<file path="config.mk">
export PLATFORM = sky130hd
export DESIGN_NAME = pli_div
export DESIGN_NICKNAME = d
export VERILOG_FILES = /design/src/hdl/pli_pkg.sv /design/src/hdl/pli_div.sv
export SDC_FILE = /design/constraint.sdc
export NUM_CORES = 1
export LEC_CHECK = 0
export BUFFER_PORTS_ARGS = -buffer_cell sky130_fd_sc_hd__buf_2
export CAP_MARGIN = 20
export CORE_UTILIZATION = 45
export DETAILED_ROUTE_END_ITERATION = 10
export GPL_ROUTABILITY_DRIVEN = 0
export GPL_TIMING_DRIVEN = 0
export PLACE_DENSITY_LB_ADDON = 0.3
export SYNTH_ARGS = -nofsm -noshare
export SYNTH_HDL_FRONTEND = slang
export SYNTH_SLANG_ARGS = --single-unit
</file>
<file path="constraint.sdc">
create_clock -name clk_i -period 5.94 [get_ports clk_i]
set_clock_uncertainty 0.15 [all_clocks]
set_input_delay 1.782 -clock clk_i [delete_from_list [all_inputs] [get_ports clk_i]]
set_output_delay 1.782 -clock clk_i [all_outputs]
set_load 0.005 [all_outputs]
</file>
<file path="src/hdl/pli_pkg.sv">
// Shared constants and types for the piecewise linear interpolator.
`default_nettype none
package pli_pkg;
  localparam int CAPACITY = 1024;
  localparam int IDX_W    = $clog2(CAPACITY);
  localparam int CNT_W    = IDX_W + 1;

  localparam logic REQ_APPEND = 1'b0;
  localparam logic REQ_QUERY  = 1'b1;

  typedef struct packed {
    logic [31:0]        t;
    logic signed [63:0] v;
    logic               inv;
  } entry_t;
endpackage
`default_nettype wire

</file>
<file path="src/hdl/pli_div.sv">
// Bit-serial signed 128 / unsigned 32 divider, quotient truncated to 64 bits.
`default_nettype none
module pli_div (
  input  wire           clk_i,
  input  wire           rst_ni,
  input  wire           start_i,
  input  wire  [127:0]  dividend_i,
  input  wire  [31:0]   divisor_i,
  output logic          done_o,
  output logic [63:0]   quot_o
);
  import pli_pkg::*;

  logic         busy_q, done_q;
  logic [6:0]   cnt_q;
  logic         neg_q;
  logic [127:0] mag_q;
  logic [31:0]  rem_q, div_q;
  logic [63:0]  quo_q;
  logic [32:0]  cur;
  logic [32:0]  diff;
  logic         ge;

  assign cur  = {rem_q, mag_q[127]};
  assign diff = cur - {1'b0, div_q};
  assign ge   = cur >= {1'b0, div_q};

  always_ff @(posedge clk_i or negedge rst_ni) begin
    if (!rst_ni) begin
      busy_q <= 1'b0;
      done_q <= 1'b0;
      cnt_q  <= '0;
    end else begin
      done_q <= 1'b0;
      if (start_i) begin
        busy_q <= 1'b1;
        cnt_q  <= '0;
      end else if (busy_q) begin
        cnt_q <= cnt_q + 7'd1;
        if (cnt_q == 7'd127) begin
          busy_q <= 1'b0;
          done_q <= 1'b1;
        end
      end
    end
  end

  always_ff @(posedge clk_i) begin
    if (start_i) begin
      neg_q <= dividend_i[127];
      mag_q <= dividend_i[127] ? (~dividend_i + 128'd1) : dividend_i;
      div_q <= divisor_i;
      rem_q <= '0;
      quo_q <= '0;
    end else if (busy_q) begin
      rem_q <= ge ? diff[31:0] : cur[31:0];
      mag_q <= {mag_q[126:0], 1'b0};
      quo_q <= {quo_q[62:0], ge};
    end
  end

  assign done_o = done_q;
  assign quot_o = neg_q ? (~quo_q + 64'd1) : quo_q;
endmodule
`default_nettype wire

</file>
== Word-level counts from Yosys, hierarchy flattened ==
Cells that the tools add are included.

* Input bits: 163
* Register bits after elaboration: 266
* Output and inout port bits: 65
* Word-level logic and storage cells: 30

* Muxes and demuxes: 13
* $lt $le $gt $ge: 1
* Reduce and logical (&&, ||, !) cells: 1
* Equal/unequal tests: 1
* Bitwise operators: 2
* $add $sub $neg: 4

{| class="wikitable"
|+ Operators with widths
! kind !! number
|-
| 2-to-1 mux 128 bit || 3
|-
| adder 128 x 1 -> 128 bit (second input constant) || 1
|-
| NOT 128 bit || 1
|-
| adder 64 x 1 -> 64 bit (second input constant) || 1
|-
| 2-to-1 mux 64 bit || 1
|-
| NOT 64 bit || 1
|-
| greater-or-equal comparator 33 x 32 -> 1 bit || 1
|-
| 2-to-1 mux 32 bit || 1
|-
| subtractor 32 bit || 1
|-
| 2-to-1 mux 7 bit || 2
|-
| adder 7 x 1 -> 7 bit (second input constant) || 1
|-
| equality test 7 bit (second input constant) || 1
|-
| 2-to-1 mux 1 bit || 6
|-
| nonzero test 2 bit || 1
|}

== Depth between registers and ports, before layout ==
* Word-level depth: 4
* Depth in mapped cells: 13
* Depth with buffers taken out: 11

== Worst setup path after synthesis ==
No wires, ideal clock.

* Kind: input -> register
* Start: input port dividend_i[14]
* End: register mag_q[121] (data pin)
* Data required time: 5520 ps
* Setup slack: 731 ps
* Buffers on the path: 3
* Library setup time: 270 ps
* Stages: 11
* Arrival: 4788 ps
* Cells stage by stage: or4_4 -> or3_4 -> or4_1 -> buf_2 -> or3_1 -> buf_2 -> or3_4 -> buf_6 -> o31ai_2 -> xor2_1 -> a21oi_1

* Longest elaborated chain between the ends: 4

{| class="wikitable"
|+ Ends and longest elaborated chain
! element !! line !! text
|-
| start, declared || pli_div.sv:7 || <nowiki>input wire [127:0] dividend_i,</nowiki>
|-
| NOT 128 bit || pli_div.sv:51 || <nowiki>mag_q <= dividend_i[127] ? (~dividend_i + 128'd1) : dividend_i;</nowiki>
|-
| adder 128 x 1 -> 128 bit || pli_div.sv:51 ||
|-
| 2-to-1 mux 128 bit || pli_div.sv:51 ||
|-
| 2-to-1 mux 128 bit || pli_div.sv:49 || <nowiki>if (start_i) begin</nowiki>
|-
| end signal, assigned || pli_div.sv:51 ||
|-
| end signal, assigned || pli_div.sv:57 || <nowiki>mag_q <= {mag_q[126:0], 1'b0};</nowiki>
|-
| end, declared || pli_div.sv:17 || <nowiki>logic [127:0] mag_q;</nowiki>
|}

Every way passes these cells.
A chain may end at the register's enable or synchronous reset.

== Worst setup path after layout ==
* Start: register quo_q[21]
* End: output port quot_o[44]

* Longest elaborated chain between the ends: 3

{| class="wikitable"
|+ Ends and longest elaborated chain
! element !! line !! text
|-
| start, declared || pli_div.sv:19 || <nowiki>logic [63:0] quo_q;</nowiki>
|-
| start signal, assigned || pli_div.sv:58 || <nowiki>quo_q <= {quo_q[62:0], ge};</nowiki>
|-
| NOT 64 bit || pli_div.sv:63 || <nowiki>assign quot_o = neg_q ? (~quo_q + 64'd1) : quo_q;</nowiki>
|-
| adder 64 x 1 -> 64 bit || pli_div.sv:63 ||
|-
| 2-to-1 mux 64 bit || pli_div.sv:63 ||
|-
| end, declared || pli_div.sv:10 || <nowiki>output logic [63:0] quot_o</nowiki>
|}

Every way passes these cells.

==> impl_metrics.json <==
{
  "comb_power_share_pct": 33.9,
  "final_nets": 2296,
  "synth_top_area_cell": "edfxtp_1",
  "crit_type": "reg -> out",
  "initial_utilization_pct": 46.2,
  "antenna_found_initial": 8,
  "cts_made_buffers": 30,
  "portBuffers": 227,
  "critPathRequiredTime_ns": 4.01,
  "slew-limit-headroom_pct": 39.3,
  "fin_crit_ns": 5.76,
  "setup_slack_ns": 0.178,
  "die_h_um": 194,
  "ys_ff_latch": 266,
  "worstPathCellList": "or3_1 > or4_1 > nor2_2 > nand4bb_1 > or2_2 > or4_1 > o31ai_2 > xnor2_1 > buf_2",
  "synth_edf_count": 161,
  "stdcell_area_um2": 19400,
  "p_sw_w": 0.00217,
  "rows": 69,
  "power.density_nw_per_um2": 330,
  "syn_inst": 1835,
  "drc": 0,
  "syn2layout_area_growth_pct": 17.0,
  "fin_crit_sh_pct": 97.0,
  "ys_async_sr_fraction_pct": 3.38,
  "path_common_cell": "or4_1",
  "dr.pass1.iters": 8,
  "finalSetupViolCount": 0,
  "cp.arrival_ns": 3.83,
  "clkSlewWorstSetupHoldPaths_ns": 0.06,
  "wl_per_cell_um": 18.9,
  "synthFlopType": "edfxtp_1",
  "cts_hold_buf": 0,
  "routed_wl_um": 49000,
  "drive_gt1_share_pct": 14.9,
  "grt_use_total_pct": 25.5,
  "worstSkewPairLatency_ns": 0.57,
  "swShare_pct": 33.8,
  "clockRootBuffer": "clkbuf_16",
  "end_kind": "output port",
  "grt_pass1_vias": 14417,
  "die_width_um": 194,
  "ios": 228,
  "postLayoutCoreUtil_pct": 54.0,
  "grt_pass1_wl_um": 77400,
  "synth_commonest_cells": "282 x nor2_1, 167 x a21oi_1, 161 x edfxtp_1, 123 x nand2_1, 123 x xor2_1",
  "p_clk_share_pct": 29.9,
  "synthDistinctLibCells": 68,
  "die-area_um2": 37700,
  "synth.avg_cell_area_um2": 9.04,
  "cts_sinks": 266,
  "hold_viol": 0,
  "dp_slack_ns": -0.205,
  "yosysWarnings": 0,
  "tritoncts": "done",
  "cap_violations": 0,
  "synth.area.top_cells": "edfxtp_1 29%, dfxtp_1 12%, xor2_1 6.5%",
  "vias": 15197,
  "leakage_nw": 8.23,
  "crit_fanout": 6,
  "yosys.area.top_type_share_pct": 29.1,
  "report.final.slew_viol_count": 0,
  "outcome": "finished, final reports clean",
  "clockBufferDepth": 3,
  "ir_drop_v": 0.000245,
  "grt_max_degree": 53,
  "internal-power_w": 0.00424,
  "dpl_cell_area_um2": 18400,
  "gr-total-overflow": 0,
  "drt_iter0_drc": 1347,
  "syn_area_um2": 16600,
  "synth_nets": 2034,
  "tightestPinTransition_ns": 0.911,
  "critPathLaunchType": "flip-flop",
  "cpMaxStageDelayCell": "or4_1",
  "ys_seq_area_share_pct": 42.1,
  "ant_nets": 0,
  "fmax_mhz": 174,
  "crit_path_max_incr_delay_ns": 0.53,
  "synth.most_common_cell": "nor2_1",
  "core_area_um2": 35900,
  "vias_per_cell": 5.87,
  "min_path_type": "reg -> reg",
  "cts_htree_levels": 1,
  "place_hpwl_um": 35900,
  "seqPwrFrac_pct": 36.3
}
==> power groups by stage <==
stage / combinational [W] / clock (W) / sequential (W)
after floorplan: 0.00149 / 0 / 0.00232
after global placement: 0.00209 / 0 / 0.00235
after detailed placement: 0.00213 / 0 / 0.00236
after CTS: 0.00214 / 0.00195 / 0.00232
after global routing: 0.00240 / 0.00202 / 0.00235
final: 0.00217 / 0.00191 / 0.00232
==> through the flow <==
step / setup TNS, ns / std cells / power (W) / hold slack (ns)
final: 0 / 2587 / 0.00640 / 0.354
after global routing: -0.00524 / 2585 / 0.00677 / 0.370
after CTS: 0 / 2581 / 0.00641 / 0.356
after detailed placement: -0.762 / 2525 / 0.00448 / 0.348
after global placement: -18.59 / 2523 / 0.00444 / 0.338
after floorplan: 0 / 1835 / 0.00381 / 0.322
==> placed cells by master (no fill, tap or decap), types with 21 or more instances in the layout <==
cell | synthesis | routed
or3_1 | 41 | 41
nor4_1 | 26 | 25
clkbuf_16 | 0 | 31
o31ai_1 | 45 | 44
inv_1 | 49 | 49
mux2i_1 | 78 | 78
dfxtp_1 | 96 | 96
o41ai_1 | 28 | 28
or4_1 | 43 | 43
buf_2 | 2 | 229
a211oi_1 | 21 | 21
a21oi_1 | 167 | 167
nand4_1 | 22 | 22
o21ai_0 | 85 | 85
nor3_1 | 30 | 30
ha_1 | 35 | 35
edfxtp_1 | 161 | 161
nor2_1 | 282 | 281
nand3_1 | 24 | 24
xor2_1 | 123 | 123
xnor2_1 | 87 | 87
nand2_1 | 123 | 123
clkbuf_1 | 91 | 97
==> sequential cells by signal, summed over array words and instances, names as in the netlist <==
name    count
mag_q     128
quo_q      64
div_q      32
rem_q      32
cnt_q       7
busy_q      1
done_o      1
neg_q       1
==> worst paths after layout <==
check                      slack, ns  depth (start not counted)         end       from
hold reg to reg                 0.35                          2    rem_q[4]   rem_q[3]
setup reg to reg                1.84                         12   rem_q[18]   div_q[2]
setup / recovery                0.18                          9  quot_o[44]  quo_q[21]
min in group asynchronous       0.91                          1      done_o     rst_ni
max in group asynchronous       4.53                          1    cnt_q[6]     rst_ni
hold / removal                  0.35                          2    rem_q[4]   rem_q[3]
==> layout make-up <==
type,instances,area (um^2)
repair buffers,230,1200
clock buffers,39,826
inverters,49,184
plain buffers,107,415
fillers,3375,16500
multi-input cells,1413,9040
clock inverters,17,176
well taps,461,577
diodes,5,12.5
flip-flops and latches,266,6980
==> critical path, delay by kind of cell, from the launching register on <==
kind	cells	cell delay, ns
AO/OA/AOI/OAI	1	0.27
XOR/XNOR	1	0.20
buffers and inverters	1	0.16
flip-flops	1	0.37
AND/OR/NAND/NOR	6	2.26
==> cells by family after synthesis <==
kind of cell | share of synthesized area, %
muxes | 5.38
DFF | 42.1
buffers and inverters | 3.61
xor gates and xnor gates | 11.1
adders and majority gates | 2.76
AOI/OAI and AO/OA | 16.3
and+or+nand+nor | 18.8
==> layer usage <==
layer	up-vias	global-route usage [%]	routed length (um)
met1	7182	33.9	20900
li1	7233	-	-
met5	-	0	65
met2	672	42.4	22800
met3	102	4.21	3920
met4	8	7.50	1290
==> repair_timing <==
| action | in CTS | in global routing |
|---|---|---|
| setup endpoints to repair | 5 | 7 |
| gates resized for setup | 1 | 3 |
| setup buffers | 0 | 1 |
| pin swaps | 0 | 1 |
Note: power is estimated with default switching activity, not from simulation.
